File: config.mk
export PLATFORM = sky130hd
export DESIGN_NAME = remote_drive_command_decoder
export DESIGN_NICKNAME = d
export VERILOG_FILES = /design/src/design/rdcd_pkg.sv /design/src/design/rdcd_cfg.sv /design/src/design/rdcd_update.sv /design/src/design/remote_drive_command_decoder.sv
export SDC_FILE = /design/constraint.sdc
export NUM_CORES = 1
export LEC_CHECK = 0
export ABC_AREA = 1
export ABC_CLOCK_PERIOD_IN_PS = 8900
export BUFFER_PORTS_ARGS = -buffer_cell sky130_fd_sc_hd__buf_2
export CORE_UTILIZATION = 56
export DETAILED_ROUTE_END_ITERATION = 12
export GPL_TIMING_DRIVEN = 1
export PLACE_DENSITY = 0.8
export SYNTH_ARGS = -nofsm -noshare
export SYNTH_HDL_FRONTEND = slang
export SYNTH_SLANG_ARGS = --single-unit
export TNS_END_PERCENT = 100
File: constraint.sdc
create_clock -name clk -period 8.9 [get_ports clk]
set_input_delay 0.89 -clock clk [delete_from_list [all_inputs] [get_ports clk]]
set_output_delay 0.89 -clock clk [all_outputs]
set_load 0.02 [all_outputs]
File: src/design/rdcd_pkg.sv
// Package with the shared types and constants of the remote drive command decoder.
`timescale 1ns / 1ps
`default_nettype none
package rdcd_pkg;

  typedef enum logic [1:0] {
    MODE_NORMAL  = 2'd0,
    MODE_STOPPED = 2'd1,
    MODE_REMOTE  = 2'd2
  } mode_t;

  localparam logic [7:0] CMD_PROP_UP    = 8'h01;
  localparam logic [7:0] CMD_PROP_DOWN  = 8'h02;
  localparam logic [7:0] CMD_DERIV_UP   = 8'h03;
  localparam logic [7:0] CMD_DERIV_DOWN = 8'h04;
  localparam logic [7:0] CMD_STOP       = 8'h05;
  localparam logic [7:0] CMD_REMOTE     = 8'h06;
  localparam logic [7:0] CMD_FASTER     = 8'h07;
  localparam logic [7:0] CMD_SLOWER     = 8'h08;
  localparam logic [7:0] CMD_LEFT       = 8'h09;
  localparam logic [7:0] CMD_RIGHT      = 8'h0a;
  localparam logic [7:0] CMD_HALT       = 8'h0b;
  localparam logic [7:0] CMD_REVERSE    = 8'h0c;

  localparam int CFG_IDX_BITS = 3;
  localparam logic [CFG_IDX_BITS-1:0] CFG_STEER_CENTER = 3'd0;
  localparam logic [CFG_IDX_BITS-1:0] CFG_STEER_LEFT   = 3'd1;
  localparam logic [CFG_IDX_BITS-1:0] CFG_STEER_RIGHT  = 3'd2;
  localparam logic [CFG_IDX_BITS-1:0] CFG_SPEED_LIMIT  = 3'd3;
  localparam logic [CFG_IDX_BITS-1:0] CFG_SPEED_STEP   = 3'd4;
  localparam logic [CFG_IDX_BITS-1:0] CFG_STEER_STEP   = 3'd5;

  localparam int RST_STEER_CENTER = 8192;
  localparam int RST_STEER_LEFT   = 4096;
  localparam int RST_STEER_RIGHT  = 12288;
  localparam int RST_SPEED_LIMIT  = 8000;
  localparam int RST_SPEED_STEP   = 500;
  localparam int RST_STEER_STEP   = 200;

  localparam int GAIN_BITS = 16;
  localparam logic signed [GAIN_BITS-1:0] GAIN_MAX       = 16'sh7fff;
  localparam logic signed [GAIN_BITS-1:0] GAIN_MIN       = 16'sh8000;
  localparam logic signed [GAIN_BITS-1:0] RST_PROP_GAIN  = 16'sd20;
  localparam logic signed [GAIN_BITS-1:0] RST_DERIV_GAIN = 16'sd50;

  localparam int LED_BITS = 4;
  localparam logic [LED_BITS-1:0] LED_OFF       = 4'h0;
  localparam logic [LED_BITS-1:0] LED_ALL       = 4'hf;
  localparam logic [LED_BITS-1:0] LED_PAIR_PROP = 4'h3;
  localparam logic [LED_BITS-1:0] LED_PAIR_DER  = 4'hc;
  localparam logic [LED_BITS-1:0] LED_LEFT      = 4'h9;
  localparam logic [LED_BITS-1:0] LED_RIGHT     = 4'h6;

endpackage
`default_nettype wire

File: src/design/rdcd_cfg.sv
// Configuration register file of the remote drive command decoder.
`timescale 1ns / 1ps
`default_nettype none
module rdcd_cfg #(
  parameter int DUTY_BITS = 14
) (
  input  wire logic                               clk,
  input  wire logic                               rst,
  input  wire logic                               cfg_we,
  input  wire logic [rdcd_pkg::CFG_IDX_BITS-1:0]  cfg_index,
  input  wire logic [DUTY_BITS-1:0]               cfg_wdata,
  output logic [DUTY_BITS-1:0]                    steer_center,
  output logic [DUTY_BITS-1:0]                    steer_left_limit,
  output logic [DUTY_BITS-1:0]                    steer_right_limit,
  output logic [DUTY_BITS-1:0]                    speed_limit,
  output logic [DUTY_BITS-1:0]                    speed_step,
  output logic [DUTY_BITS-1:0]                    steer_step
);
  import rdcd_pkg::*;

  always_ff @(posedge clk) begin
    if (rst) begin
      steer_center      <= DUTY_BITS'(RST_STEER_CENTER);
      steer_left_limit  <= DUTY_BITS'(RST_STEER_LEFT);
      steer_right_limit <= DUTY_BITS'(RST_STEER_RIGHT);
      speed_limit       <= DUTY_BITS'(RST_SPEED_LIMIT);
      speed_step        <= DUTY_BITS'(RST_SPEED_STEP);
      steer_step        <= DUTY_BITS'(RST_STEER_STEP);
    end else if (cfg_we) begin
      unique case (cfg_index)
        CFG_STEER_CENTER: steer_center      <= cfg_wdata;
        CFG_STEER_LEFT:   steer_left_limit  <= cfg_wdata;
        CFG_STEER_RIGHT:  steer_right_limit <= cfg_wdata;
        CFG_SPEED_LIMIT:  speed_limit       <= cfg_wdata;
        CFG_SPEED_STEP:   speed_step        <= cfg_wdata;
        CFG_STEER_STEP:   steer_step        <= cfg_wdata;
        default: begin
        end
      endcase
    end
  end

endmodule
`default_nettype wire

File: src/design/rdcd_update.sv
// Command state registers and the single-pass next-state logic for one command byte.
`timescale 1ns / 1ps
`default_nettype none
module rdcd_update #(
  parameter int DUTY_BITS = 14
) (
  input  wire logic                                 clk,
  input  wire logic                                 rst,
  input  wire logic                                 fire,
  input  wire logic [7:0]                           rx_byte,
  input  wire logic [DUTY_BITS-1:0]                 steer_center,
  input  wire logic [DUTY_BITS-1:0]                 steer_left_limit,
  input  wire logic [DUTY_BITS-1:0]                 steer_right_limit,
  input  wire logic [DUTY_BITS-1:0]                 speed_limit,
  input  wire logic [DUTY_BITS-1:0]                 speed_step,
  input  wire logic [DUTY_BITS-1:0]                 steer_step,
  output rdcd_pkg::mode_t                           res_mode,
  output logic [DUTY_BITS-1:0]                      res_forward_duty,
  output logic [DUTY_BITS-1:0]                      res_reverse_duty,
  output logic [DUTY_BITS-1:0]                      res_steer_duty,
  output logic [rdcd_pkg::LED_BITS-1:0]             res_led_pattern,
  output logic signed [rdcd_pkg::GAIN_BITS-1:0]     res_prop_gain,
  output logic signed [rdcd_pkg::GAIN_BITS-1:0]     res_deriv_gain
);
  import rdcd_pkg::*;

  localparam int WIDE = DUTY_BITS + 2;

  mode_t                       mode_reg, mode_next;
  logic [DUTY_BITS-1:0]        speed_reg, speed_next;
  logic [DUTY_BITS-1:0]        steer_reg, steer_next;
  logic                        reverse_flag, reverse_next;
  logic [LED_BITS-1:0]         led_reg, led_next;
  logic signed [GAIN_BITS-1:0] prop_gain_reg, prop_next;
  logic signed [GAIN_BITS-1:0] deriv_gain_reg, deriv_next;

  logic signed [WIDE-1:0] spd_raw, str_raw, spd_hi, spd_clamp, str_clamp;
  logic [DUTY_BITS-1:0]   rem_speed, rem_steer;
  logic [LED_BITS-1:0]    rem_led;

  // Remote-mode arithmetic: step, then clamp in a signed range two bits wider.
  always_comb begin
    spd_raw = signed'({2'b00, speed_reg});
    str_raw = signed'({2'b00, steer_reg});
    unique case (rx_byte)
      CMD_FASTER: spd_raw = signed'({2'b00, speed_reg}) + signed'({2'b00, speed_step});
      CMD_SLOWER: spd_raw = signed'({2'b00, speed_reg}) - signed'({2'b00, speed_step});
      CMD_LEFT:   str_raw = signed'({2'b00, steer_reg}) - signed'({2'b00, steer_step});
      CMD_RIGHT:  str_raw = signed'({2'b00, steer_reg}) + signed'({2'b00, steer_step});
      CMD_HALT: begin
        spd_raw = '0;
        str_raw = signed'({2'b00, steer_center});
      end
      default: begin
      end
    endcase
    spd_hi = (spd_raw >= signed'({2'b00, speed_limit})) ? signed'({2'b00, speed_limit})
                                                        : spd_raw;
    spd_clamp = (spd_hi[WIDE-1] || spd_hi == '0) ? '0 : spd_hi;
    if (str_raw <= signed'({2'b00, steer_left_limit})) begin
      str_clamp = signed'({2'b00, steer_left_limit});
    end else if (str_raw >= signed'({2'b00, steer_right_limit})) begin
      str_clamp = signed'({2'b00, steer_right_limit});
    end else begin
      str_clamp = str_raw;
    end
    rem_speed = spd_clamp[DUTY_BITS-1:0];
    rem_steer = str_clamp[DUTY_BITS-1:0];
    if (rem_steer < steer_center) begin
      rem_led = LED_LEFT;
    end else if (rem_steer > steer_center) begin
      rem_led = LED_RIGHT;
    end else begin
      rem_led = led_reg;
    end
  end

  // Next state.
  always_comb begin
    mode_next    = mode_reg;
    speed_next   = speed_reg;
    steer_next   = steer_reg;
    reverse_next = reverse_flag;
    led_next     = led_reg;
    prop_next    = prop_gain_reg;
    deriv_next   = deriv_gain_reg;
    unique case (mode_reg)
      MODE_NORMAL: begin
        unique case (rx_byte)
          CMD_PROP_UP: begin
            if (prop_gain_reg != GAIN_MAX) prop_next = prop_gain_reg + 16'sd1;
            led_next = led_reg ^ LED_PAIR_PROP;
          end
          CMD_PROP_DOWN: begin
            if (prop_gain_reg != GAIN_MIN) prop_next = prop_gain_reg - 16'sd1;
            led_next = led_reg ^ LED_PAIR_PROP;
          end
          CMD_DERIV_UP: begin
            if (deriv_gain_reg != GAIN_MAX) deriv_next = deriv_gain_reg + 16'sd1;
            led_next = led_reg ^ LED_PAIR_DER;
          end
          CMD_DERIV_DOWN: begin
            if (deriv_gain_reg != GAIN_MIN) deriv_next = deriv_gain_reg - 16'sd1;
            led_next = led_reg ^ LED_PAIR_DER;
          end
          CMD_STOP: mode_next = MODE_STOPPED;
          CMD_REMOTE: begin
            mode_next    = MODE_REMOTE;
            speed_next   = '0;
            steer_next   = steer_center;
            reverse_next = 1'b0;
            led_next     = LED_ALL;
          end
          default: begin
          end
        endcase
      end
      MODE_STOPPED: begin
        if (rx_byte == CMD_STOP) begin
          mode_next = MODE_NORMAL;
        end else if (rx_byte == CMD_REMOTE) begin
          mode_next    = MODE_REMOTE;
          speed_next   = '0;
          steer_next   = steer_center;
          reverse_next = 1'b0;
          led_next     = LED_ALL;
        end
      end
      default: begin
        speed_next = rem_speed;
        steer_next = rem_steer;
        led_next   = rem_led;
        if (rx_byte == CMD_REVERSE) reverse_next = ~reverse_flag;
        if (rx_byte == CMD_REMOTE) begin
          led_next  = LED_OFF;
          mode_next = MODE_NORMAL;
        end
      end
    endcase
  end

  // Result fields follow the state after this item.
  always_comb begin
    res_mode         = mode_next;
    res_forward_duty = '0;
    res_reverse_duty = '0;
    res_steer_duty   = '0;
    res_led_pattern  = led_next;
    res_prop_gain    = prop_next;
    res_deriv_gain   = deriv_next;
    if (mode_next == MODE_REMOTE) begin
      if (reverse_next) begin
        res_reverse_duty = speed_next;
      end else begin
        res_forward_duty = speed_next;
      end
      res_steer_duty = steer_next;
    end
  end

  always_ff @(posedge clk) begin
    if (rst) begin
      mode_reg       <= MODE_NORMAL;
      speed_reg      <= '0;
      steer_reg      <= DUTY_BITS'(RST_STEER_CENTER);
      reverse_flag   <= 1'b0;
      led_reg        <= LED_OFF;
      prop_gain_reg  <= RST_PROP_GAIN;
      deriv_gain_reg <= RST_DERIV_GAIN;
    end else if (fire) begin
      mode_reg       <= mode_next;
      speed_reg      <= speed_next;
      steer_reg      <= steer_next;
      reverse_flag   <= reverse_next;
      led_reg        <= led_next;
      prop_gain_reg  <= prop_next;
      deriv_gain_reg <= deriv_next;
    end
  end

  a_one_direction: assert property (@(posedge clk) disable iff (rst)
    fire |-> (res_forward_duty == '0 || res_reverse_duty == '0))
    else $error("forward and reverse duty both driven");

  a_gains_only_normal: assert property (@(posedge clk) disable iff (rst)
    fire && mode_reg != MODE_NORMAL |=> $stable(prop_gain_reg) && $stable(deriv_gain_reg))
    else $error("gain counter changed outside normal mode");

  a_remote_entry: assert property (@(posedge clk) disable iff (rst)
    fire && mode_reg != MODE_REMOTE && rx_byte != CMD_REMOTE |=> mode_reg != MODE_REMOTE)
    else $error("remote mode entered without its command");

endmodule
`default_nettype wire

File: src/design/remote_drive_command_decoder.sv
// Top level of the remote drive command decoder: input stage, update logic and result register.
// A command byte taken into the input register reaches the result register when it can advance.
// Throughput: one byte per cycle while the result is not stalled; the input and the result
// registers form a two-stage pipeline; the single state update between them sets that figure.
// A stalled result holds while the input register still takes one more byte.
// Synchronous reset returns the mode to normal, all LEDs off, gains 20 and 50, and
// every configuration register to its default.
`timescale 1ns / 1ps
`default_nettype none
module remote_drive_command_decoder #(
  parameter int DUTY_BITS = 14
) (
  input  wire logic                              clk,
  input  wire logic                              rst,
  input  wire logic                              s_tvalid,
  output logic                                   s_tready,
  input  wire logic [7:0]                        s_tdata,   // rx_byte
  output logic                                   m_tvalid,
  input  wire logic                              m_tready,
  // mode, forward_duty, reverse_duty, steer_duty, led_pattern, prop_gain, deriv_gain, zero pad
  output logic [((38 + 3 * DUTY_BITS + 7) / 8) * 8 - 1:0] m_tdata,
  input  wire logic                              cfg_we,
  input  wire logic [rdcd_pkg::CFG_IDX_BITS-1:0] cfg_index,
  input  wire logic [DUTY_BITS-1:0]              cfg_wdata
);
  import rdcd_pkg::*;

  localparam int OUT_BITS = 38 + 3 * DUTY_BITS;
  localparam int OUT_W    = ((OUT_BITS + 7) / 8) * 8;

  logic                        in_valid;
  logic [7:0]                  in_byte;
  logic                        advance;
  logic                        fire;
  logic [DUTY_BITS-1:0]        steer_center, steer_left_limit, steer_right_limit;
  logic [DUTY_BITS-1:0]        speed_limit, speed_step, steer_step;
  mode_t                       res_mode;
  logic [DUTY_BITS-1:0]        res_forward_duty, res_reverse_duty, res_steer_duty;
  logic [LED_BITS-1:0]         res_led_pattern;
  logic signed [GAIN_BITS-1:0] res_prop_gain, res_deriv_gain;
  logic [OUT_BITS-1:0]         packed_res;

  assign advance  = !m_tvalid || m_tready;
  assign fire     = in_valid && advance;
  assign s_tready = !in_valid || advance;

  always_ff @(posedge clk) begin
    if (rst) begin
      in_valid <= 1'b0;
    end else if (s_tready) begin
      in_valid <= s_tvalid;
    end
  end

  always_ff @(posedge clk) begin
    if (s_tvalid && s_tready) begin
      in_byte <= s_tdata;
    end
  end

  rdcd_cfg #(.DUTY_BITS(DUTY_BITS)) u_cfg (
    .clk               (clk),
    .rst               (rst),
    .cfg_we            (cfg_we),
    .cfg_index         (cfg_index),
    .cfg_wdata         (cfg_wdata),
    .steer_center      (steer_center),
    .steer_left_limit  (steer_left_limit),
    .steer_right_limit (steer_right_limit),
    .speed_limit       (speed_limit),
    .speed_step        (speed_step),
    .steer_step        (steer_step)
  );

  rdcd_update #(.DUTY_BITS(DUTY_BITS)) u_update (
    .clk               (clk),
    .rst               (rst),
    .fire              (fire),
    .rx_byte           (in_byte),
    .steer_center      (steer_center),
    .steer_left_limit  (steer_left_limit),
    .steer_right_limit (steer_right_limit),
    .speed_limit       (speed_limit),
    .speed_step        (speed_step),
    .steer_step        (steer_step),
    .res_mode          (res_mode),
    .res_forward_duty  (res_forward_duty),
    .res_reverse_duty  (res_reverse_duty),
    .res_steer_duty    (res_steer_duty),
    .res_led_pattern   (res_led_pattern),
    .res_prop_gain     (res_prop_gain),
    .res_deriv_gain    (res_deriv_gain)
  );

  assign packed_res = {res_deriv_gain, res_prop_gain, res_led_pattern, res_steer_duty,
                       res_reverse_duty, res_forward_duty, res_mode};

  always_ff @(posedge clk) begin
    if (rst) begin
      m_tvalid <= 1'b0;
    end else if (advance) begin
      m_tvalid <= in_valid;
    end
  end

  always_ff @(posedge clk) begin
    if (fire) begin
      m_tdata <= OUT_W'(packed_res);
    end
  end

  a_empty_ready: assert property (@(posedge clk) disable iff (rst)
    !in_valid |-> s_tready)
    else $error("input stage empty but not ready");

  a_fire_shows: assert property (@(posedge clk) disable iff (rst)
    fire |=> m_tvalid)
    else $error("processed item did not reach the result register");

  a_held_item: assert property (@(posedge clk) disable iff (rst)
    in_valid && !advance |=> in_valid && $stable(in_byte))
    else $error("waiting item lost from the input stage");

endmodule
`default_nettype wire

# --- After elaboration in Yosys (flattened, before gate mapping) ---
# Index checks and enable logic that the tools add are counted.
op_classes:
  n_addsub: 8
  magnitude_cmp: 5
  n_eq_ne: 23
  mux: 36
  n_bitwise: 4
  n_reduce_logical: 20
ops:
  columns: ["operator", "n"]
  rows:
  - ["16-bit two-way mux", 7]
  - ["14-bit two-way mux", 7]
  - ["16-bit case mux with 3 select lines", 2]
  - ["16-bit inequality test, second input constant", 4]
  - ["16-bit case mux with 2 select lines", 2]
  - ["14-bit case mux with 2 select lines", 2]
  - ["8-bit by 4-bit equality test with 1-bit output, second input constant", 5]
  - ["16-bit by 2-bit adder with 16-bit output, second input constant", 2]
  - ["8-bit by 3-bit equality test with 1-bit output, second input constant", 4]
  - ["16-bit by 15-bit >= comparator with 1-bit output", 2]
  - ["16-bit by 2-bit subtractor with 16-bit output, second input constant", 2]
  - ["14-bit by 14-bit adder with 15-bit output", 2]
  - ["14-bit by 14-bit subtractor with 15-bit output", 2]
  - ["4-bit two-way mux", 5]
  - ["8-bit by 2-bit equality test with 1-bit output, second input constant", 2]
  - ["16-bit by 15-bit <= comparator with 1-bit output", 1]
  - ["16-bit zero test", 1]
  - ["14-bit > comparator", 1]
  - ["14-bit less-than comparator", 1]
  - ["2-bit AND reduction", 7]
  - ["4-bit case mux with 3 select lines", 1]
  - ["8-bit by 1-bit equality test with 1-bit output, second input constant", 1]
  - ["2-bit case mux with 2 select lines", 2]
  - ["4-bit case mux with 2 select lines", 1]
  - ["other kinds (16)", 30]
word_totals:
  regBits: 241
  inputBits: 30
  output_inout_bits: 82
  wordCells: 116

# --- Logic depth before layout (Yosys ltp) ---
logic_depth:
  depth_word: 10
  ltp_mapped: 45
  depth_no_buf: 45

# --- Modules after synthesis ---
# From an unflattened synthesis, not the netlist that was laid out.
hier_totals:
  cells_unflattened: 2613
  area_unflattened_um2: 17530.6
by_module_without_submodules:
  columns: ["mod", "n_inst", "cells_each", "area_each_um2", "seq_area_each_um2"]
  rows:
  - ["rdcd_update", 1, 2042, 11486.0, 1341.3]
  - ["rdcd_cfg", 1, 471, 3310.7, 1681.6]
  - ["remote_drive_command_decoder", 1, 100, 2733.9, 2682.6]

# --- Worst setup path after synthesis ---
# Ideal clock, no wire load.
synth_timing:
  kind: "register to register"
  start: "reg u_update.steer_reg[0]"
  end: "reg u_update.led_reg[0]"
  setup_time_ns: 0.115
  arrival_ns: 4.876
  required_time_ns: 8.785
  path_slack_ns: 3.908
  path_stages_with_launch: 36
  path_buffers: 1
  period_less_slack_ns: 4.992
  path_cell_list: "dfxtp_1 -> inv_1 -> ha_1 -> inv_1 -> fa_1 -> nand2_1 -> inv_1 -> o21ai_0 -> nand2_1 -> a21boi_0 -> o21ai_0 -> or2_2 -> nand3_1 -> nand3_1 -> o21a_1 -> ha_1 -> nand2_1 -> nor2_1 -> nand4_1 -> a21oi_1 -> nor2_1 -> nor2_1 -> buf_2 -> nand3_1 -> and2_1 -> ha_1 -> nand2_1 -> o21a_1 -> o21ai_0 -> nand2_1 -> o211ai_1 -> inv_1 -> a21oi_1 -> o221ai_1 -> o21ai_0 -> inv_1"
synth_via:
  elab_chain_cells: 10
synth_rtl:
  columns: ["item", "line", "text"]
  rows:
  - ["start: declaration", "rdcd_update.sv:31", "logic [DUTY_BITS-1:0] steer_reg, steer_next;"]
  - ["start signal: assignment", "rdcd_update.sv:165", "steer_reg <= DUTY_BITS'(RST_STEER_CENTER);"]
  - ["start signal: assignment", "rdcd_update.sv:173", "steer_reg <= steer_next;"]
  - ["14-bit by 14-bit adder with 15-bit output or 14-bit by 14-bit subtractor with 15-bit output (tied branches)", "rdcd_update.sv:49, rdcd_update.sv:48", null]
  - ["16-bit case mux with 3 select lines *", "rdcd_update.sv:45", "unique case (rx_byte)"]
  - ["16-bit by 15-bit >= comparator with 1-bit output", "rdcd_update.sv:62", "end else if (str_raw >= signed'({2'b00, steer_right_limit})) begin"]
  - ["14-bit two-way mux", "rdcd_update.sv:62", null]
  - ["14-bit two-way mux *", "rdcd_update.sv:60", "if (str_raw <= signed'({2'b00, steer_left_limit})) begin"]
  - ["14-bit > comparator", "rdcd_update.sv:71", "end else if (rem_steer > steer_center) begin"]
  - ["4-bit two-way mux", "rdcd_update.sv:71", null]
  - ["4-bit two-way mux *", "rdcd_update.sv:69", "if (rem_steer < steer_center) begin"]
  - ["4-bit two-way mux *", "rdcd_update.sv:134", "if (rx_byte == CMD_REMOTE) begin"]
  - ["4-bit case mux with 2 select lines *", "rdcd_update.sv:87", "unique case (mode_reg)"]
  - ["via res_led_pattern[0]", "remote_drive_command_decoder.sv:39", "logic [LED_BITS-1:0] res_led_pattern;"]
  - ["end signal: assignment", "rdcd_update.sv:175", "led_reg <= led_next;"]
  - ["end: declaration", "rdcd_update.sv:33", "logic [LED_BITS-1:0] led_reg, led_next;"]
# Mark *: on every way through the listed nets, which the timed path passes. The rest lies on a longest branch.
# A chain may end at the register's enable or synchronous reset.

# --- Worst setup path in the final report ---
layout_timing:
  start: "reg in_byte[7]"
  end: "reg u_update.led_reg[0]"
layout_via:
  elab_chain_cells: 10
layout_rtl:
  columns: ["item", "line", "text"]
  rows:
  - ["start: declaration", "remote_drive_command_decoder.sv:32", "logic [7:0] in_byte;"]
  - ["start signal: assignment", "remote_drive_command_decoder.sv:57", "in_byte <= s_tdata;"]
  - ["8-bit by 4-bit equality test with 1-bit output", "rdcd_update.sv:45", null]
  - ["16-bit case mux with 3 select lines", "rdcd_update.sv:45", null]
  - ["16-bit by 15-bit >= comparator with 1-bit output", "rdcd_update.sv:62", null]
  - ["14-bit two-way mux", "rdcd_update.sv:62", null]
  - ["14-bit two-way mux", "rdcd_update.sv:60", null]
  - ["14-bit > comparator", "rdcd_update.sv:71", null]
  - ["4-bit two-way mux", "rdcd_update.sv:71", null]
  - ["4-bit two-way mux", "rdcd_update.sv:69", null]
  - ["4-bit two-way mux", "rdcd_update.sv:134", null]
  - ["4-bit case mux with 2 select lines *", "rdcd_update.sv:87", null]
  - ["via res_led_pattern[0]", "remote_drive_command_decoder.sv:39", null]
# Marks and branches as above.

==> impl_metrics.ini <==
[place]
place_hpwl_um = 37400
gp_congestion = 0.974
port_buffers = 111
dp.cells = 2820
placed_cell_area_mm2 = 0.0174

[drt]
vias = 17000
postRouteAntennaNets = 0
vias_per_cell = 5.94
wl_um = 50600
drtIter0Drc = 1778
wl_per_cell_um = 17.6
dr.pass1.iters = 8
drc = 0

[clock_network]
cts_made_buffers = 27
cts.sinks = 241
cts_tree = yes
cts_setup_buffers = 0
insertion_delay_ns = 0.55
htree_levels = 1
clkTransAtPathRegs_ns = 0.06
cts_hold_buf = 0
clockRootBuffer = clkbuf_16
cts_buffer_depth = 3
post_cts_resized = 0

[synth]
synth_top_family_by_area = simple AND/OR/NAND/NOR gates
netlist_instances = 2405
syn_area_mm2 = 0.0167
ys_seq_area_frac = 0.342
synth.yosys.warnings = 0
synth_fa_ha_area_frac = 0.0932
synth_compound_area_frac = 0.211
synth.area.top_cells = dfxtp_1 (18%), edfxtp_1 (16%), nand2_1 (9.3%), ha_1 (8.8%), inv_1 (8.3%)
postSynthAreaPerCell_um2 = 6.94
synth-async-reset-ratio = 0
synth_top_flop_cell = dfxtp_1
synth_edf_count = 88
synth-xor-area-share = 0.00262
synth-seq-cells = 241
syn_nets = 2557
synth_largest_area_cell = dfxtp_1
synth_top_area_share = 0.183
synthMuxAreaShare = 0.00180
synthDistinctLibCells = 57
yosys.area_share.simple = 0.240

[timing]
fin_crit_sh = 0.763
setup_viol = 0
setup_tns_ns = 0
period_minus_slack_ns = 6.79
fmax_mhz = 147
finalMaxSlewViolations = 0
relSlewSlack = 0.208
hold_viol = 0
worstMarginPinSlew_ns = 1.18
skew_ns = 0.0150
rsz0062_at_grt = false

[setup_path]
cp-end-kind = flop
worstSetupStartpointType = flop
reg2reg_from = in_byte[7]
path_class = reg2reg
startpoint = in_byte[7]
regToRegSetupSlack_ns = 2.11
cpPeakStageDelay_ns = 0.74
arrival_ns = 7.23
path_max_fanout = 15
cpMostUsedCell = inv_1
required_ns = 9.34
crit_slowest_cell = nor2_1

[power]
power.leakage_nw = 8.36
p_total_mw = 3.03
ir_drop_mv = 0.194
powerDensity_mw_per_mm2 = 165

[global_route]
grt_pass1_wl_um = 80400
first_global_vias = 15500
grtUsageTotal = 0.326
grt.overflow.total = 0
grt_antenna_before_repair = 0
grt_start_max_net_pins = 94

[run]
cap_viol_max_count = 0

[finish]
largest_reg_flops = 80
antenna_cells = 0
final_nets = 2617
final_area_mm2 = 0.0183
final_cell_count_no_fill = 2868
layout_common_cells = nand2_1 (411), inv_1 (370), a21oi_1 (278)
area_growth_pct = 9.78
layout_commonest_cell = nand2_1
drive_above_1_share = 0.0805

[floorplan]
dieWidth_um = 175
core_area_mm2 = 0.0290
design.die.area_mm2 = 0.0305
die_height_um = 175
rows = 62
initial_core_util = 0.576
io_pins = 112

[hold_path]
hp-class = reg2reg
min_from = u_cfg.steer_step[12]

[status]
status = completed
final timing paths:
path	end	cells after the start
setup / recovery	u_update.led_reg[0]	34
setup reg to reg	u_update.led_reg[0]	34
hold reg to reg	u_cfg.steer_step[12]	2
hold / removal	u_cfg.steer_step[12]	2
layer usage:
| layer | up-vias | routed length [um] | GRT usage |
|---|---|---|---|
| li1 | 8233 | - | - |
| met2 | 798 | 22800 | 0.527 |
| met5 | - | 0 | 0 |
| met1 | 7881 | 21500 | 0.440 |
| met3 | 110 | 4780 | 0.0544 |
| met4 | 0 | 1560 | 0.113 |
synthesized netlist by cell type, types with 11 or more instances:
cell type	count
ha_1	118
nor2_1	200
a21oi_1	278
dfxtp_1	153
o21ai_0	229
nand4_1	28
edfxtp_1	88
inv_1	371
nor3_1	35
o211ai_1	30
o22ai_1	23
nand3_2	11
and2_1	13
clkbuf_1	68
a31oi_1	14
nand3_1	194
nand2_1	412
power breakdown:
| part | switching, mW | internal [mW] |
|---|---|---|
| Sequential | 0.0453 | 1.20 |
| Clock | 0.476 | 0.681 |
| Combinational | 0.428 | 0.194 |
through the flow:
stage / setup slack, ns / utilization / hold slack (ns)
after floorplan: 3.91 / - / 0.448
after CTS: 2.22 / 0.632 / 0.488
after global placement: 2.55 / 0.601 / 0.470
after global routing: 1.45 / 0.632 / 0.511
after detailed placement: 2.26 / 0.601 / 0.480
final: 2.11 / 0.632 / 0.484
worst max-delay path: cells and delay by family, from the launching register on:
family / cells / cell delay, ns
adder cells (fa/ha/maj): 2 / 0.59
flip-flops: 1 / 0.36
buffers and inverters: 7 / 0.98
AND/OR/NAND/NOR: 15 / 3.01
AO/OA/AOI/OAI: 10 / 1.74
cells by family after synthesis:
group,Yosys count
compound gates,640
xor+xnor,5
fa+ha+maj,122
buf+inv,475
flops,241
mux,3
simple gates,919
layout make-up:
type / instances / area [um^2]
clock inverters: 16 / 195
flip-flops and latches: 241 / 5710
inverters: 385 / 1450
multi-input cells: 1689 / 9170
clock buffers: 32 / 704
fillers: 2665 / 10700
well taps: 384 / 480
repair buffers: 121 / 631
No activity file was read; power rests on OpenSTA's default activity.
